$ cat config.mk
export PLATFORM = sky130hd
export DESIGN_NAME = rmq_prep
export DESIGN_NICKNAME = d
export VERILOG_FILES = /design/src/rtl/rmq_pkg.sv /design/src/rtl/rmq_prep.sv
export SDC_FILE = /design/constraint.sdc
export NUM_CORES = 1
export LEC_CHECK = 0
export ABC_AREA = 1
export BUFFER_PORTS_ARGS = -buffer_cell sky130_fd_sc_hd__buf_2
export CORE_MARGIN = 1.5
export CORE_UTILIZATION = 54
export CTS_CLUSTER_SIZE = 8
export DETAILED_ROUTE_END_ITERATION = 12
export PLACE_DENSITY = 0.76
export SYNTH_ARGS = -nofsm -noshare
export SYNTH_HDL_FRONTEND = slang
export SYNTH_SLANG_ARGS = --single-unit
$ cat constraint.sdc
create_clock -name clk -period 2.1 [get_ports clk]
set_input_delay 0.105 -clock clk [delete_from_list [all_inputs] [get_ports clk]]
set_output_delay 0.105 -clock clk [all_outputs]
set_load 0.03 [all_outputs]
$ cat src/rtl/rmq_pkg.sv
// shared types, constants and helpers for the rotation matrix to quaternion block
package rmq_pkg;

    localparam int ENT_W = 16;
    localparam int MAG_W = 17;
    localparam int QUO_W = 17;

    typedef enum logic [1:0] {
        PATH_TRACE = 2'd0,
        PATH_X     = 2'd1,
        PATH_Y     = 2'd2,
        PATH_Z     = 2'd3
    } path_t;

    typedef logic [MAG_W-1:0] mag_t;

    typedef struct packed {
        path_t          path;
        logic           bad;
        logic [2:0]     neg;
        mag_t [2:0]     mag;
    } side_t;

    typedef struct packed {
        path_t              path;
        logic               bad;
        logic [2:0]         neg;
        logic [ENT_W-1:0]   lead;
    } dside_t;

    typedef struct packed {
        logic signed [ENT_W-1:0] qx;
        logic signed [ENT_W-1:0] qy;
        logic signed [ENT_W-1:0] qz;
        logic signed [ENT_W-1:0] qw;
        path_t                   path;
        logic                    bad;
    } res_t;

    localparam logic [ENT_W-1:0] SAT_POS = 16'h7fff;
    localparam logic [ENT_W-1:0] SAT_NEG = 16'h8000;

    // signed, saturated term from magnitude and sign
    function automatic logic [ENT_W-1:0] sat_term(input logic neg,
                                                  input logic [QUO_W-1:0] mag,
                                                  input logic ovf);
        logic [ENT_W-1:0] low;
        low = mag[ENT_W-1:0];
        if (ovf || (mag[QUO_W-1:ENT_W-1] != '0))
            sat_term = neg ? SAT_NEG : SAT_POS;
        else
            sat_term = neg ? (~low + 16'd1) : low;
    endfunction

endpackage

$ cat src/rtl/rmq_prep.sv
// front stage: branch choice, square-root radicand and lane numerators
module rmq_prep import rmq_pkg::*; #(
    parameter int FRAC_BITS = 14,
    parameter int RAD_W     = 34
) (
    input  logic                    clk,
    input  logic                    rst_n,
    input  logic                    en,
    input  logic                    in_valid,
    input  logic signed [15:0]      m00,
    input  logic signed [15:0]      m01,
    input  logic signed [15:0]      m02,
    input  logic signed [15:0]      m10,
    input  logic signed [15:0]      m11,
    input  logic signed [15:0]      m12,
    input  logic signed [15:0]      m20,
    input  logic signed [15:0]      m21,
    input  logic signed [15:0]      m22,
    output logic                    out_valid,
    output logic [RAD_W-1:0]        rad,
    output side_t                   side
);

    localparam int MW = (FRAC_BITS > 17) ? FRAC_BITS : 17;
    localparam int AW = MW + 2;
    localparam logic signed [AW:0] ONE = (AW+1)'(1) << FRAC_BITS;

    logic signed [17:0] e00, e01, e02, e10, e11, e12, e20, e21, e22;
    logic signed [17:0] tr, sel;
    logic signed [17:0] da, db, dc;
    logic signed [AW:0] argv;
    path_t              path;
    logic               bad;
    logic [RAD_W-1:0]   rad_next;
    side_t              side_next;
    logic               v_reg;
    logic [RAD_W-1:0]   rad_reg;
    side_t              side_reg;

    assign e00 = {{2{m00[15]}}, m00};
    assign e01 = {{2{m01[15]}}, m01};
    assign e02 = {{2{m02[15]}}, m02};
    assign e10 = {{2{m10[15]}}, m10};
    assign e11 = {{2{m11[15]}}, m11};
    assign e12 = {{2{m12[15]}}, m12};
    assign e20 = {{2{m20[15]}}, m20};
    assign e21 = {{2{m21[15]}}, m21};
    assign e22 = {{2{m22[15]}}, m22};

    assign tr = e00 + e11 + e22;

    always_comb
    begin
        // ties keep the lower index
        if (!tr[17] && (tr != '0))
            path = PATH_TRACE;
        else if (e11 > e00)
            path = (e22 > e11) ? PATH_Z : PATH_Y;
        else
            path = (e22 > e00) ? PATH_Z : PATH_X;

        unique case (path)
            PATH_TRACE:
            begin
                sel = tr;
                da  = e21 - e12;
                db  = e02 - e20;
                dc  = e10 - e01;
            end
            PATH_X:
            begin
                sel = e00 - e11 - e22;
                da  = e21 - e12;
                db  = e10 + e01;
                dc  = e20 + e02;
            end
            PATH_Y:
            begin
                sel = e11 - e22 - e00;
                da  = e02 - e20;
                db  = e21 + e12;
                dc  = e01 + e10;
            end
            PATH_Z:
            begin
                sel = e22 - e00 - e11;
                da  = e10 - e01;
                db  = e02 + e20;
                dc  = e12 + e21;
            end
            default:
            begin
                sel = tr;
                da  = '0;
                db  = '0;
                dc  = '0;
            end
        endcase

        argv = {{(AW+1-18){sel[17]}}, sel} + ONE;
        bad  = (path != PATH_TRACE) && (argv[AW] || (argv == '0));
        rad_next = bad ? '0 : RAD_W'({argv[AW-1:0], {FRAC_BITS{1'b0}}});

        side_next.path   = path;
        side_next.bad    = bad;
        side_next.neg    = {dc[17], db[17], da[17]};
        side_next.mag[0] = da[17] ? MAG_W'(-da) : da[MAG_W-1:0];
        side_next.mag[1] = db[17] ? MAG_W'(-db) : db[MAG_W-1:0];
        side_next.mag[2] = dc[17] ? MAG_W'(-dc) : dc[MAG_W-1:0];
    end

    always_ff @(posedge clk or negedge rst_n)
    begin
        if (!rst_n)
            v_reg <= 1'b0;
        else if (en)
            v_reg <= in_valid;
    end

    always_ff @(posedge clk)
    begin
        if (en)
        begin
            rad_reg  <= rad_next;
            side_reg <= side_next;
        end
    end

    assign out_valid = v_reg;
    assign rad       = rad_reg;
    assign side      = side_reg;

endmodule

==> reports/qor.txt, run 1 <==
status: did not finish
Fail Step: global routing (5_1_grt)
stop err: [ERROR GRT-0232] Routing congestion too high. Check the congestion heatmap in the GUI.
Initial Util: 55.4%
Ys Warns: 0
Die Height: 181 um
top post-synthesis cells by area: ha_1 (19%), edfxtp_1 (13%), nand2_1 (13%), fa_1 (8.3%), inv_1 (8.3%)
Post-synth top cells: nand2_1 (573), inv_1 (377), ha_1 (265)
total gr overflow: 5
Yosys cell types: 54
#FFs+latches synth: 77
Synth area leader: ha_1
H-tree depth: 3
Die X: 181 um
IO Pins: 240
top-count cell post-synth: nand2_1
pin count of the biggest net entering global routing: 52
# port buffers: 224
clock buffer count from CTS: 9
Synth Instances: 2506
row count: 64
Async S/R FF share, synth: 1.30%
clock sinks: 77
Mapped Area: 17100 um^2
worst_ep grt: rad[27]$_SDFFCE_PP0P_/D
WEP type: register data pin
GRT Total Usage: 71.9%
mean post-synth cell area: 6.82 um^2
maximum root-to-sink buffer count: 2
routability cong.: 1.07
DP HPWL: 57.2 mm
number of synthesized flops with an enable pin: 76
root buf cell: clkbuf_16
Yosys top cell area share: 19.4%
sequential-to-total area share from yosys stat: 13.5%
Synth Flop Type: edfxtp_1
what timing repair did:
item	4_1_cts
pin swaps	52
cloned	8
setup endpoints to repair	75
buffers inserted	46
gates resized for setup	175
hold endpoints to repair	2
hold buffers	2
logic make-up after synthesis:
group / after synthesis / synth area share (%)
compound gates: 359 / 11.8
flops: 77 / 13.5
other cells: 1 / 0.0219
simple gates: 1137 / 29.1
mux: 1 / 0.0659
buf+inv: 467 / 11.2
fa+ha+maj: 336 / 27.7
xor+xnor: 128 / 6.56
through the flow:
step	worst slack, ns	area [um^2]	std cells	hold WS, ns	utilization [%]
after floorplan	-1.70	17300	2521	-0.191	-
after global placement	-2.10	24300	3837	-0.120	78.8
after detailed placement	-2.34	24300	3837	-0.118	78.8
after CTS	-1.84	25800	3909	0.0739	83.6
layer usage:
metal / GRT overflow / track usage [%]
met1: 1 / 73.4
met2: 2 / 85.8
met3: 0 / 62.3
met4: 2 / 60.0
met5: 0 / 43.7
==> inputs of run 2 (changes only) <==
- CORE_UTILIZATION: 54 -> 39
- CTS_CLUSTER_SIZE: 8 -> unset
- PLACE_DENSITY: 0.76 -> unset
- PLACE_DENSITY_LB_ADDON: unset -> 0.15
==> reports/qor.txt, run 2 <==
clock network power share: 6.2%
leakage power: 14.6 nW
RSZ-0062 raised after global routing: true
Final nets: 4035
violated checks: negative setup slack
clock buffer count from CTS: 9
P per Cell Area: 904 nW/um^2
Slew @ Worst Pin: 0.628 ns
Synth Flop Type: edfxtp_1
top post-synthesis cells by area: ha_1 (19%), edfxtp_1 (13%), nand2_1 (13%), fa_1 (8.3%), inv_1 (8.3%)
# port buffers: 224
share of cells above drive strength 1: 39.5%
CTS tree: built
status: finished, violations left
Antenna Cells: 0
root buf cell: clkbuf_16
sequential-to-total area share from yosys stat: 13.5%
max incr delay on CP: 0.55 ns
# Max-Cap Violations: 0
Area Growth Syn to Fin: 59.8%
mean post-synth cell area: 6.82 um^2
post-DR wirelength/cell: 16.6 um
total chip power: 24.7 mW
Die X: 212 um
worst reg2reg setup slack: 1.36 ns
total gr overflow: 0
Final min period: 3.90 ns
pin count of the biggest net entering global routing: 40
Total Wirelength: 68.7 mm
Pre-antenna DRT Iters: 5
Post-synth top cells: nand2_1 (573), inv_1 (377), ha_1 (265)
Mapped Area: 17100 um^2
initial antenna violation count: 0
Yosys cell types: 54
#FFs+latches synth: 77
core area: 43200 um^2
Yosys top cell area share: 19.4%
# DRC: 0
Routed Antenna Nets: 0
Clock transition at path regs: 0.06 ns
vias per cell: 4.91
top-count cell post-synth: nand2_1
Async S/R FF share, synth: 1.30%
Peak VDD IR: 0.724 mV
global-route wire length before repair: 104 mm
Hold WC Path Type: in2reg
Setup violations, final: 75
CP Launch Type: input pin
most common cell after layout, fill and taps aside: buf_4
WS Path Type: in2reg
Max stage delay cell, worst path: fa_1
CP Max Fanout: 8
row count: 76
Pint: 12.4 mW
Worst Path Required: 2.20 ns
crit path capture type: register
crit path buf inv count: 5
hold_ws: 0.0150 ns
Die Height: 212 um
number of synthesized flops with an enable pin: 76
latest clock arrival within the worst-skew pair: 0.34 ns
number of global-route vias before repair: 19700
Synth Instances: 2506
Final period util: 186%
IO Pins: 240
WP data arrival: 4.00 ns
Reg power frac: 11.9%
delay-heaviest family, CP: simple AND/OR/NAND/NOR gates
Sw Share: 49.6%
DP HPWL: 57.4 mm
commonest cells after routing, fill and taps aside: buf_4 (796), nand2_1 (497), inv_1 (364)
FMAX: 0.257 GHz
Synth area leader: ha_1
Slew HR: 57.7%
Comb pwr share: 81.9%
final hold violation count: 0
Ys Warns: 0
clock sinks: 77
switching power: 12.2 mW
GRT Total Usage: 29.7%
fin worst setup slack: -1.80 ns
Die ar.: 45100 um^2
maximum root-to-sink buffer count: 2
max FFs per register: 57
vias: 20300
routability cong.: 0.941
H-tree depth: 3
Initial Util: 39.6%
clk_skew: 0 ns
Slew Limit Fails: 0
DRT iter0 DRCs: 1527
## run 2: worst paths after layout
path                                 from        end  cells past startpoint
worst max-delay path               m22[1]   side[54]                     26
worst min-delay path             in_valid  out_valid                      2
worst max register to register  out_valid  out_valid                      1
worst min register to register  out_valid  out_valid                      1
max in group asynchronous           rst_n  out_valid                      2
min in group asynchronous           rst_n  out_valid                      2
## run 2: area by class of cell
| class | instances | area, um^2 |
|---|---|---|
| Inverter | 398 | 1550 |
| Timing Repair Buffer | 1081 | 8010 |
| Clock buffer | 9 | 225 |
| Timing Repair inverter | 4 | 37.5 |
| Fill cell | 3988 | 15900 |
| Sequential cell | 77 | 2310 |
| Clock inverter | 7 | 73.8 |
| Multi-Input combinational cell | 1980 | 14400 |
| Tap cell | 585 | 732 |
## run 2: logic make-up after synthesis
logic type / count (synthesis) / synth area share [%]
fa+ha+maj: 336 / 27.7
flops: 77 / 13.5
mux: 1 / 0.0659
buf+inv: 467 / 11.2
xor+xnor: 128 / 6.56
compound gates: 359 / 11.8
simple gates: 1137 / 29.1
other cells: 1 / 0.0219
## run 2: per-layer routing
metal,part of all wire [%],vias to the layer above,global-route usage [%]
met5,0,-,0
met1,50,9539,44.8
met2,44,592,47.2
met4,0.90,0,3.60
met3,5.5,40,2.14
li1,-,10100,-
## run 2: timing repair
item,4_1_cts,5_1_grt
hold endpoints to repair,1,0
resized for setup,273,130
setup buffers,56,23
gates cloned,12,0
setup endpoints to repair,75,75
pin swaps,112,102
hold buffers,1,0
## run 2: per-stage QoR
step           worst slack, ns  cell area, um^2  TNS [ns]  utilization [%]  std cells
2_1_floorplan            -1.70            17300   -102.63                -       2521
3_3_place_gp             -2.21            24700   -149.33             57.2       4049
3_5_place_dp             -2.22            24700   -151.30             57.2       4049
4_1_cts                  -1.69            26700   -116.31             61.9       4129
5_1_grt                  -2.00            27300   -136.11             63.3       4141
6_report                 -1.80            27300   -122.96             63.3       4141
## run 2: power groups by stage
stage	clock, mW	sequential [mW]	combinational (mW)
3_5_place_dp	0	2.96	16.2
6_report	1.54	2.93	20.2
4_1_cts	1.54	2.94	18.8
5_1_grt	1.60	2.97	21.6
3_3_place_gp	0	2.95	16.1
2_1_floorplan	0	4.22	7.51
No activity file was read; power rests on OpenSTA's default activity.
