## src/rtl/rmq_pkg.sv

```systemverilog
// shared types, constants and helpers for the rotation matrix to quaternion block
package rmq_pkg;

    localparam int ENT_W = 16;
    localparam int MAG_W = 17;
    localparam int QUO_W = 17;

    typedef enum logic [1:0] {
        PATH_TRACE = 2'd0,
        PATH_X     = 2'd1,
        PATH_Y     = 2'd2,
        PATH_Z     = 2'd3
    } path_t;

    typedef logic [MAG_W-1:0] mag_t;

    typedef struct packed {
        path_t          path;
        logic           bad;
        logic [2:0]     neg;
        mag_t [2:0]     mag;
    } side_t;

    typedef struct packed {
        path_t              path;
        logic               bad;
        logic [2:0]         neg;
        logic [ENT_W-1:0]   lead;
    } dside_t;

    typedef struct packed {
        logic signed [ENT_W-1:0] qx;
        logic signed [ENT_W-1:0] qy;
        logic signed [ENT_W-1:0] qz;
        logic signed [ENT_W-1:0] qw;
        path_t                   path;
        logic                    bad;
    } res_t;

    localparam logic [ENT_W-1:0] SAT_POS = 16'h7fff;
    localparam logic [ENT_W-1:0] SAT_NEG = 16'h8000;

    // signed, saturated term from magnitude and sign
    function automatic logic [ENT_W-1:0] sat_term(input logic neg,
                                                  input logic [QUO_W-1:0] mag,
                                                  input logic ovf);
        logic [ENT_W-1:0] low;
        low = mag[ENT_W-1:0];
        if (ovf || (mag[QUO_W-1:ENT_W-1] != '0))
            sat_term = neg ? SAT_NEG : SAT_POS;
        else
            sat_term = neg ? (~low + 16'd1) : low;
    endfunction

endpackage

```

## src/rtl/rmq_sqrt.sv

```systemverilog
// pipelined integer square root, one root bit per stage
module rmq_sqrt import rmq_pkg::*; #(
    parameter int RAD_W = 34,
    parameter int SW    = RAD_W / 2
) (
    input  logic                clk,
    input  logic                rst_n,
    input  logic                en,
    input  logic                in_valid,
    input  logic [RAD_W-1:0]    rad,
    input  side_t               in_side,
    output logic                out_valid,
    output logic [SW-1:0]       root,
    output side_t               out_side
);

    localparam int RMW = SW + 3;

    logic             v_reg    [SW];
    logic [RMW-1:0]   rem_reg  [SW];
    logic [SW-1:0]    root_reg [SW];
    logic [RAD_W-1:0] rad_reg  [SW];
    side_t            side_reg [SW];

    for (genvar k = 0; k < SW; k++)
    begin : g_stg
        logic [RMW-1:0]   rem_in, cur, trial, rem_next;
        logic [SW-1:0]    root_in, root_next;
        logic [RAD_W-1:0] rad_in;
        logic             v_in;
        side_t            side_in;

        if (k == 0)
        begin : g_first
            assign rem_in  = '0;
            assign root_in = '0;
            assign rad_in  = rad;
            assign v_in    = in_valid;
            assign side_in = in_side;
        end
        else
        begin : g_rest
            assign rem_in  = rem_reg[k-1];
            assign root_in = root_reg[k-1];
            assign rad_in  = rad_reg[k-1];
            assign v_in    = v_reg[k-1];
            assign side_in = side_reg[k-1];
        end

        assign cur   = {rem_in[RMW-3:0], rad_in[RAD_W-1 -: 2]};
        assign trial = {1'b0, root_in, 2'b01};

        always_comb
        begin
            if (cur >= trial)
            begin
                rem_next  = cur - trial;
                root_next = {root_in[SW-2:0], 1'b1};
            end
            else
            begin
                rem_next  = cur;
                root_next = {root_in[SW-2:0], 1'b0};
            end
        end

        always_ff @(posedge clk or negedge rst_n)
        begin
            if (!rst_n)
                v_reg[k] <= 1'b0;
            else if (en)
                v_reg[k] <= v_in;
        end

        always_ff @(posedge clk)
        begin
            if (en)
            begin
                rem_reg[k]  <= rem_next;
                root_reg[k] <= root_next;
                rad_reg[k]  <= rad_in << 2;
                side_reg[k] <= side_in;
            end
        end
    end

    assign out_valid = v_reg[SW-1];
    assign root      = root_reg[SW-1];
    assign out_side  = side_reg[SW-1];

endmodule

```

## config.mk

```make
export PLATFORM = sky130hd
export DESIGN_NAME = rmq_sqrt
export DESIGN_NICKNAME = d
export VERILOG_FILES = /design/src/rtl/rmq_pkg.sv /design/src/rtl/rmq_sqrt.sv
export SDC_FILE = /design/constraint.sdc
export NUM_CORES = 1
export LEC_CHECK = 0
export ABC_AREA = 1
export BUFFER_PORTS_ARGS = -buffer_cell sky130_fd_sc_hd__buf_2
export CORE_MARGIN = 10
export CORE_UTILIZATION = 40
export DETAILED_ROUTE_END_ITERATION = 12
export SLEW_MARGIN = 20
export SYNTH_ARGS = -nofsm -noshare
export SYNTH_HDL_FRONTEND = slang
export SYNTH_SLANG_ARGS = --single-unit
```

## constraint.sdc

```tcl
create_clock -name clk -period 2.35 [get_ports clk]
set_input_delay 0.705 -clock clk [delete_from_list [all_inputs] [get_ports clk]]
set_output_delay 0.705 -clock clk [all_outputs]
set_load 0.01 [all_outputs]
```

==> key figures, run 1 <==
Critical path
  – Data required time at the worst endpoint: approximately 2900 ps
  – Crit-path max cell delay: between 400 and 500 ps
  – Critical path peak fanout: 14
  – Worst path cell trace: ha_1 > a21oi_2 > o21ai_4 > nand2_2 > nand2_2 > nand2_2 > nand2_4 > nor2_8 > buf_4 > o21ai_2
  – Crit end category: flop
  – CP startpoint kind: flop
  – CP dominant cell by count: nand2_2
  – CP bufs+invs: 1
  – CP top delay family: compound AO/OA/AOI/OAI gates
  – Slowest CP cell: edfxtp_1
  – Arrival @ worst endpoint: ~2800 ps
  – Type of the worst setup path: flop to flop

Final layout
  – Final core utilization: 0.469
  – Final #Nets: roughly 5500
  – Flip-flop count of the largest register after layout: 969
  – Area grow syn2layout: 16.7%
  – Fillcell total: ~14000
  – Share of post-route cells with drive strength above 1: 0.139

Yosys
  – Synth unique cells: between 50 and 60
  – Largest cells by area after synthesis: edfxtp_1 (76%), nand2_1 (6.0%), ha_1 (3.3%), inv_1 (3.1%), nor2_1 (1.7%)
  – Synth warnings: 0
  – Post-Syn Area per Cell: approximately 14 um^2
  – Synth top cells by count: edfxtp_1 (1662), nand2_1 (1055), inv_1 (541)
  – Synth Instances: 4686
  – Post-synth top flop: edfxtp_1
  – Synthesized area: ~0.065 mm^2
  – Yosys top cell area share: 0.762
  – Net count after synthesis: 4952
  – Register area share after synthesis: 0.769
  – Cell taking the most area after synthesis: edfxtp_1
  – Synth Register Bits: between 1500 and 2000
  – Number of synthesized flops with an enable pin: between 1500 and 2000
  – Cell with the most instances after synthesis: edfxtp_1
  – Post-synth ARST share: 0.0101

Detailed routing
  – Total Wirelength: ~120 mm
  – 1st-iter DRT viols: 2148
  – Routed Antenna Nets: 0
  – Routed length per placed instance: about 16 um
  – DR pass1 iterations: 5
  – Vias per Instance: roughly 4.6
  – Drc violations: 0
  – DR vias: 34583

Clocking
  – Clock slew at reported path FFs: 60 ps
  – CTS buffer count: approximately 170
  – CTS tree: yes
  – CTS sink cnt: between 1500 and 2000
  – Clk Latency, worst-skew pair: 810 ps
  – CTS root buf: clkbuf_16
  – H-tree levels: 4
  – Clock buffer depth: 3

Global routing
  – Grt total ovfl: 0
  – First-pass GRT wire length: around 190 mm
  – Vias in the first global route: between 30000 and 40000
  – Initial antenna violation count: 0
  – GRT Overall Usage: 0.129
  – Pin count of the biggest net entering global routing: ~110

Job
  – Max-cap viol count: 0

STA
  – Final setup vio count: 0
  – Final min period: 2240 ps
  – Slew Viols, Final: 0
  – Final Hold Vio Count: 0
  – Worst slew pin tran: between 500 and 600 ps
  – Tcrit/Tclk final: 0.954
  – Maximum clock rate: ~450 MHz
  – Clk_skew: 49.8 ps
  – Worst relative slew slack: 0.628

Outcome
  – Status: finished, final reports clean

Die
  – Die area: roughly 0.18 mm^2
  – Core ar.: approximately 0.16 mm^2
  – Die X-Extent: approximately 420 um
  – Die height: 425 um
  – I/O pin count: between 150 and 200
  – Std cell rows: 148
  – Initial Utilization: 0.402

Placed design
  – RePlAce Congestion: approximately 0.84
  – Port Buf Inserts: ~170
  – Post-DP HPWL: around 82 mm

Pwr
  – VDD IR max: approximately 690 uV
  – Pwr/cell area: 912 mW/mm^2
  – Total power: about 70000 uW
  – Pleak: a little under 0.03 uW

Hold path
  – Hold/Removal Path Class: primary input to flop
==> kinds of logic (layout without fill, tap and decap cells) <==
group           count (synthesis)  in the layout  share of synthesized area
simple gates                 1781           1781                      0.117
flops                        1679           1679                      0.769
buf+inv                       591           1235                     0.0364
compound gates                361            361                     0.0316
fa+ha+maj                     171            171                     0.0327
xor+xnor                      101            101                     0.0135
other cells                     1              2                  0.0000573
mux                             1              1                   0.000172
==> power by group <==
group,leakage (uW),internal (uW),switching (uW)
clock network,0.00266,14700,11400
registers,0.0163,35700,1010
logic,0.0107,2430,4420
total,0.0297,52800,16900
==> path summary, 6_finish.rpt <==
| check | startpoint | end | slack (ps) | depth (start not counted) |
|---|---|---|---|---|
| worst min-delay path | in_side[15] | side_reg[0][15]$_DFFE_PP_ | 90 | 1 |
| worst min register to register | side_reg[0][335]$_DFFE_PP_ | side_reg[0][392]$_DFFE_PP_ | 400 | 0 |
| worst max-delay path | rem_reg[0][221]$_DFFE_PP_ | rem_reg[0][243]$_DFFE_PP_ | 110 | 10 |
| max in group asynchronous | rst_n | g_stg[10].v_in$_DFFE_PN0P_ | 1760 | 2 |
| min in group asynchronous | rst_n | g_stg[1].v_in$_DFFE_PN0P_ | 330 | 2 |
| worst max register to register | rem_reg[0][221]$_DFFE_PP_ | rem_reg[0][243]$_DFFE_PP_ | 110 | 10 |
==> through the flow <==
step                hold WS (ps)  instance area [um^2]  instances  TNS, ps  worst slack [ps]
finish                      85.3                 76400       7506        0               109
global placement             400                 70200       7142    -78.2             -78.2
detailed placement           405                 70200       7142    -47.9             -47.9
CTS                       0.0447                 76200       7499        0              24.4
global route                12.7                 76400       7505    -10.1             -10.1
floorplan                    400                 65500       4686        0               441
==> worst register-to-register path, delay by kind of cell (launching register included) <==
family	cells	cell delay, ps
and+or+nand+nor	5	450
AOI/OAI and AO/OA	3	460
buffers and inverters	1	230
adders and majority gates	1	420
DFF	1	430
==> per-layer routing <==
layer	vias up	track usage	share of wire
met5	-	0	0
met4	0	0.0430	0.027
met3	198	0.0264	0.037
met2	506	0.223	0.50
met1	16491	0.160	0.43
li1	17388	-	-
==> placed cells by master, fill, tap and decap left out, types with 6 or more instances in the layout <==
cell and count:
xor2_1 55, o21ai_1 37, clkbuf_16 175, dlygate4sd3_1 39, bufinv_16 8, clkinv_1 53
dfrtp_1 17, clkinv_2 20, buf_4 122, ha_2 6, clkbuf_1 29, nor3_1 36
nor2_1 287, nor2_2 25, a21oi_2 39, nand4_1 57, o21a_1 6, inv_2 15
o21ai_2 14, o21bai_1 7, nand3b_1 35, edfxtp_1 1662, nand2_2 42, nor2_4 6
xnor2_1 46, clkinv_4 7, o21ai_0 90, clkinvlp_4 9, clkinv_16 11, ha_1 159
ha_4 6, nand2_1 1053, buf_2 168, nand3_1 205, buf_12 29, a21oi_1 154
inv_1 541
==> final cells by class <==
class / instances / area (um^2) / area share
diodes: 1 / 2.50 / 0.0000328
clock buffers: 204 / 4490 / 0.0588
clock inverters: 114 / 1070 / 0.0140
inverters: 559 / 2110 / 0.0276
multi-input cells: 2416 / 12900 / 0.169
flip-flops and latches: 1679 / 50300 / 0.659
well taps: 2175 / 2720 / 0.0356
repair buffers: 358 / 2730 / 0.0357
==> repair_timing <==
item | 4_1_cts | 5_1_grt
setup endpoints to repair | 1 | 42
cloned | 0 | 0
setup buffers | 0 | 6
resized for setup | 1 | 35
hold endpoints to repair | 55 | 0
pin swaps | 0 | 0
hold buffers | 39 | 0
No activity file was read; power rests on OpenSTA's default activity.
==> inputs of run 2 (changes only) <==
--- a/config.mk
+++ b/config.mk
@@ -5,7 +5,7 @@
 export SDC_FILE = /design/constraint.sdc
 export NUM_CORES = 1
 export LEC_CHECK = 0
-export ABC_AREA = 1
+export ABC_AREA = 0
 export BUFFER_PORTS_ARGS = -buffer_cell sky130_fd_sc_hd__buf_2
 export CORE_MARGIN = 10
 export CORE_UTILIZATION = 40
==> constraint.sdc (replaced) <==
create_clock -name clk -period 2.23 [get_ports clk]
set_input_delay 0.669 -clock clk [delete_from_list [all_inputs] [get_ports clk]]
set_output_delay 0.669 -clock clk [all_outputs]
set_load 0.01 [all_outputs]
==> run 2 against run 1 <==
  * The flow now finishes with violations (setup timing)
  * Area after synthesis down 6.2%
  * Combinational power up 41%
  * Cell count down 11%
  * Count of clock-buffer cells in the layout up 4
  * Clock power up 5%
  * Synthesized cell count down 28%
  * Non-clock buffer count up 652
  * Via count down 11%
  * Hold slack worse by 0.69 ps
  * Largest power group unchanged
==> key figures, run 2 <==
Outcome
  – Status: finished with violations
  – Failing checks: setup timing

Critical path
  – Critical register-to-register path startpoint: rem_reg[0][20]$_DFFE_PP_
  – R2R setup slack: -360 ps
  – Critical path peak fanout: 4
  – CP startpoint kind: flop
  – Crit end category: flop
  – Type of the worst setup path: flop to flop
  – CP Launch Point: rem_reg[0][20]$_DFFE_PP_
  – Data required time at the worst endpoint: between 2000 and 3000 ps
  – Arrival @ worst endpoint: approximately 3100 ps

Clocking
  – Clk Latency, worst-skew pair: ~790 ps
  – H-tree levels: 4
  – Clock buffer depth: 3
  – Clock slew at reported path FFs: 60 ps
  – CTS tree: yes
  – CTS sink cnt: between 1500 and 2000
  – CTS buffer count: roughly 170
  – CTS root buf: clkbuf_16

Yosys
  – Yosys top cell area share: 0.812
  – Post-synth ARST share: 0.0101
  – Synth warnings: 0
  – Synth top cells by count: edfxtp_1 (1662), inv_1 (208), nor2_1 (186)
  – Register area share after synthesis: 0.819
  – Cell with the most instances after synthesis: edfxtp_1
  – Largest cells by area after synthesis: edfxtp_1 (81%), ha_1 (3.5%), xnor2_1 (1.5%), a21oi_1 (1.4%), inv_1 (1.3%)
  – Synth Instances: approximately 3400
  – Post-synth top flop: edfxtp_1
  – Synth Register Bits: between 1500 and 2000
  – Synthesized area: between 0.06 and 0.07 mm^2
  – Number of synthesized flops with an enable pin: ~1700
  – Post-Syn Area per Cell: between 15 and 20 um^2
  – Cell taking the most area after synthesis: edfxtp_1
  – Synth unique cells: 64
  – Net count after synthesis: 3656

Detailed routing
  – DR WL met3: just under 4 mm
  – Drc violations: 0
  – Routed length per placed instance: 14.6 um
  – Top layer in use: met4
  – Vias per Instance: 4.60
  – 1st-iter DRT viols: 1514
  – DR vias: 30886
  – DR pass1 iterations: 5
  – Routed Antenna Nets: 0
  – WL met1: about 39 mm
  – Total Wirelength: 97.7 mm
  – Met2 WL: between 50 and 60 mm

Global routing
  – Vias in the first global route: approximately 32000
  – Pin count of the biggest net entering global routing: 89
  – GRT Overall Usage: 0.112
  – First-pass GRT wire length: roughly 160 mm
  – Initial antenna violation count: 1
  – Grt total ovfl: 0

Placed design
  – Post-DP HPWL: 60.6 mm
  – RePlAce Congestion: between 0.8 and 0.9
  – Port Buf Inserts: between 150 and 200
  – Placed cells: around 6200
  – Setup WS pre-CTS: -433 ps

Pwr
  – Total power: 75900 uW
  – VDD IR max: just over 900 uV
  – Pwr/cell area: 936 mW/mm^2
  – Pleak: between 0.03 and 0.04 uW

STA
  – Final Hold Vio Count: 0
  – Setup TNS: -27100 ps
  – Final min period: between 2000 and 3000 ps
  – Worst slew pin tran: 668 ps
  – Worst setup margin: -360 ps
  – Final setup vio count: 201
  – Worst relative slew slack: 0.552
  – Slew Viols, Final: 0
  – Maximum clock rate: 386 MHz
  – RSZ-0062 raised after global routing: true
  – Tcrit/Tclk final: 1.16
  – Clk_skew: between 40 and 50 ps

Hold path
  – Hold_sp: rad[2]
  – Hold/Removal Path Class: primary input to flop

Final layout
  – Antenna cells: 0
  – Flip-flop count of the largest register after layout: 969
  – Final #Nets: 4811
  – Most frequent cells in the layout: edfxtp_1 (1662), buf_4 (640), clkbuf_16 (176), inv_1 (174), buf_2 (168)
  – Final core utilization: 0.533
  – Share of post-route cells with drive strength above 1: 0.372
  – Post-route insts no fill: around 6700
  – Area grow syn2layout: 32.0%
  – Commonest non-fill, non-tap cell in the layout: edfxtp_1

Die
  – Core ar.: between 0.15 and 0.2 mm^2
  – Die area: ~0.17 mm^2
  – Std cell rows: 143
  – Die height: 412 um
  – Die X-Extent: roughly 410 um
  – I/O pin count: 170
  – Initial Utilization: 0.403

Job
  – Max-cap viol count: 0
run 2: changes by cell type in the layout (fill, tap and decap cells not counted), sizes merged, moves of 34 or more:
cell	delta
buf	+616
dlygate4sd3	+34
inv	-353
mux2	+49
nand2	-981
nand3	-190
nand4	-37
nor2	-133
o21ai	-36
xnor2	+61
xor2	+34
run 2: timing repair:
item / 4_1_cts / 5_1_grt
setup endpoints to repair: 239 / 250
cloned: 7 / 4
hold buffers: 73 / 0
pin swaps: 156 / 137
hold endpoints to repair: 89 / 0
resized for setup: 388 / 337
buffers inserted: 91 / 67
run 2: metrics by stage:
| stage | instance area (um^2) | hold slack [ps] |
|---|---|---|
| 6_report | 81100 | 84.6 |
| 5_1_grt | 81100 | 20.7 |
| 4_1_cts | 79100 | 0.832 |
| 3_5_place_dp | 70500 | 405 |
| 3_3_place_gp | 70500 | 400 |
| 2_1_floorplan | 62300 | 373 |
run 2: worst max-delay path, cell delays in order, from the launching register on:
cell,delay (ps)
edfxtp_1,430
ha_4,270
a31o_2,230
or4_4,480
or4b_4,520
nand3_4,80
or3_4,150
buf_4,110
o21ai_0,60
run 2: logic make-up after synthesis:
family / after synthesis / share of synthesized area
other cells: 1 / 0.0000610
xor+xnor: 196 / 0.0279
compound gates: 466 / 0.0465
buf+inv: 242 / 0.0152
mux: 52 / 0.00949
flops: 1679 / 0.819
fa+ha+maj: 171 / 0.0348
simple gates: 583 / 0.0467
run 2: path summary, 6_finish.rpt:
kind / cells after the start / endpoint
worst min register to register: 0 / rad_reg[0][60]$_DFFE_PP_
worst min-delay path: 1 / rad_reg[0][2]$_DFFE_PP_
worst max-delay path: 8 / rem_reg[0][51]$_DFFE_PP_
max in group asynchronous: 2 / g_stg[4].v_in$_DFFE_PN0P_
worst max register to register: 8 / rem_reg[0][51]$_DFFE_PP_
min in group asynchronous: 2 / g_stg[14].v_in$_DFFE_PN0P_
run 2: routing by layer:
| layer | track usage | up-vias |
|---|---|---|
| li1 | - | 15254 |
| met1 | 0.129 | 14981 |
| met3 | 0.0269 | 222 |
| met2 | 0.198 | 429 |
| met5 | 0 | - |
| met4 | 0.0470 | 0 |
run 2: layout make-up:
| type | count | area, um^2 |
|---|---|---|
| inverter | 209 | 800 |
| clock inverter | 100 | 1020 |
| sequential | 1679 | 50300 |
| fill | 11905 | 71100 |
| tap | 2030 | 2540 |
| clock buffer | 208 | 4480 |
| multi-input combinational | 1472 | 13600 |
| timing repair buffer | 1010 | 8310 |
run 2: report_power, final:
group / internal (uW) / total, uW / switching [uW]
logic: 5030 / 9650 / 4620
clock network: 15700 / 27400 / 11700
registers: 37800 / 38900 / 1080
==> inputs of run 3 (changes only) <==
==> constraint.sdc (replaced) <==
create_clock -name clk -period 2.23 [get_ports clk]
set_input_delay 0.446 -clock clk [delete_from_list [all_inputs] [get_ports clk]]
set_output_delay 0.446 -clock clk [all_outputs]
set_load 0.01 [all_outputs]
==> run 3 against run 2 <==
  * The flow still finishes with violations (setup timing)
  * Cell count grew 0.86%
  * First-iteration DRC count rose by 0.26%
  * Largest cell class unchanged
  * Utilization grew 0.38 points
  * Hold slack better by 9.6 ps
  * Wire length grew 1.0%
  * Via count increased by 0.97%
  * Worst setup slack worse by 5.8 ps
  * Register-to-register slack about the same
  * Critical path type unchanged
  * Total power rose by 0.43%
==> key figures, run 3 (same netlist as run 2, synthesis figures left out) <==
Placed design
  – Port Buf Inserts: approximately 170
  – Post-DP Area: 0.0704 mm^2
  – Post-DP HPWL: 61.2 mm
  – RePlAce Congestion: ~0.85

Critical path
  – Crit end category: flop
  – CP startpoint kind: flop
  – Worst path cell trace: inv_2 > ha_4 > a31o_4 > or4_4 > or4b_4 > nand3_4 > or3_4 > nor4_2 > xor2_1
  – Slowest CP cell: or4b_4
  – Data required time at the worst endpoint: approximately 2800 ps
  – CP bufs+invs: 1
  – Type of the worst setup path: flop to flop
  – CP top delay family: simple AND/OR/NAND/NOR gates
  – Critical path peak fanout: 5
  – Arrival @ worst endpoint: 3120 ps
  – Crit-path max cell delay: 520 ps

Final layout
  – Area grow syn2layout: 33.0%
  – Most frequent cells in the layout: edfxtp_1 (1662), buf_4 (689), clkbuf_16 (175), inv_1 (171), buf_2 (168)
  – Design Area, Final: between 0.08 and 0.09 mm^2
  – Final #Nets: roughly 4900
  – Antenna cells: 0
  – Flip-flop count of the largest register after layout: ~970
  – Fillcell total: 11838
  – Commonest non-fill, non-tap cell in the layout: edfxtp_1
  – Share of post-route cells with drive strength above 1: 0.379

STA
  – RSZ-0062 raised after global routing: true
  – Slew Viols, Final: 0
  – Final Hold Vio Count: 0
  – Final min period: 2600 ps
  – Worst relative slew slack: 0.596
  – Final setup vio count: roughly 210
  – Tcrit/Tclk final: 1.16
  – WHS: between 90 and 100 ps
  – Maximum clock rate: 385 MHz
  – Worst slew pin tran: between 600 and 700 ps
  – Clk_skew: between 50 and 60 ps
  – Worst setup margin: -366 ps

Clocking
  – H-tree levels: 4
  – CTS sink cnt: roughly 1700
  – Clk Latency, worst-skew pair: approximately 810 ps
  – CTS root buf: clkbuf_16
  – CTS tree: yes
  – Clock buffer depth: 3
  – Clock slew at reported path FFs: ~60 ps
  – CTS buffer count: between 150 and 200

Global routing
  – Pin count of the biggest net entering global routing: 124
  – Vias in the first global route: around 32000
  – Initial antenna violation count: 0
  – First-pass GRT wire length: approximately 160 mm
  – Grt total ovfl: 0
  – GRT Overall Usage: 0.113

Detailed routing
  – 1st-iter DRT viols: approximately 1500
  – Vias per Instance: ~4.6
  – DR pass1 iterations: 6
  – Drc violations: 0
  – DR vias: roughly 31000
  – Total Wirelength: around 99 mm
  – Routed Antenna Nets: 0
  – Routed length per placed instance: ~15 um

Outcome
  – Failing checks: setup timing
  – Status: finished with violations

Die
  – Die area: ~0.17 mm^2
  – Std cell rows: approximately 140
  – Initial Utilization: 0.403
  – Core ar.: roughly 0.15 mm^2
  – Die X-Extent: around 400 um
  – Die height: 412 um
  – I/O pin count: 170

Pwr
  – Pleak: between 0.03 and 0.04 uW
  – VDD IR max: slightly above 700 uV
  – Pwr/cell area: 933 mW/mm^2

Hold path
  – Hold/Removal Path Class: primary input to asynchronous set/reset pin

Job
  – Max-cap viol count: 0
==> run 3: cell count changes in the layout (fill, tap and decap cells not counted), sizes merged <==
cell,before,now
buf,935,970
and3,10,11
dlygate4sd3,73,95
clkbuf,210,218
clkinvlp,6,5
clkinv,81,70
inv,211,215
==> run 3: power by group <==
group | total [uW] | switching, uW | internal, uW | leakage, uW
sequential | 38900 | 1100 | 37800 | 0.0163
clock | 27400 | 11700 | 15700 | 0.00265
combinational | 9870 | 4680 | 5190 | 0.0115
==> run 3: through the flow <==
step	setup TNS (ps)	power (uW)	utilization	worst slack, ps	instances
floorplan	-12320	43400	-	-550	3390
global placement	-35250	46800	0.462	-446	6179
detailed placement	-43020	47100	0.462	-439	6179
CTS	-23390	76100	0.522	-337	6681
global route	-44630	79800	0.537	-422	6766
finish	-26570	76200	0.537	-366	6766
==> run 3: path summary, 6_finish.rpt <==
kind	cells after the start	to	start	slack [ps]
min in group clk	2	side_reg[0][18]$_DFFE_PP_	in_side[18]	350
min reg2reg	0	rad_reg[0][209]$_DFFE_PP_	rad_reg[0][175]$_DFFE_PP_	380
max	9	rem_reg[0][57]$_DFFE_PP_	root_reg[0][17]$_DFFE_PP_	-370
max in group asynchronous	2	g_stg[4].v_in$_DFFE_PN0P_	rst_n	1870
min	2	g_stg[14].v_in$_DFFE_PN0P_	rst_n	90
max reg2reg	9	rem_reg[0][57]$_DFFE_PP_	root_reg[0][17]$_DFFE_PP_	-370
==> run 3: per-layer routing <==
layer,wire [um],up-vias,track usage,part of all wire
met5,0,-,0,0
met4,3160,0,0.0453,0.032
met3,3800,206,0.0266,0.039
met2,52200,442,0.204,0.53
met1,39600,15157,0.129,0.40
li1,-,15382,-,-
==> run 3: worst reg2reg max path, cell delays in order, from the launching register on <==
cell	delay (ps)
edfxtp_1	410
inv_2	90
ha_4	210
a31o_4	220
or4_4	480
or4b_4	520
nand3_4	80
or3_4	160
nor4_2	50
xor2_1	130
==> run 3: what timing repair did <==
action / CTS / global route
gates resized for setup: 410 / 357
endpoints found under the hold margin: 136 / 0
hold buffers: 95 / 0
gates cloned: 7 / 5
buffers inserted: 101 / 96
pin swaps: 144 / 161
setup endpoints to repair: 242 / 249
==> run 3: layout make-up <==
class	instances	area, um^2	area share
clock inverter	92	1030	0.0126
sequential	1679	50300	0.616
inverter	209	797	0.00976
clock buffer	216	4490	0.0550
timing repair buffer	1067	8680	0.106
tap	2030	2540	0.0311
multi-input combinational	1473	13800	0.169
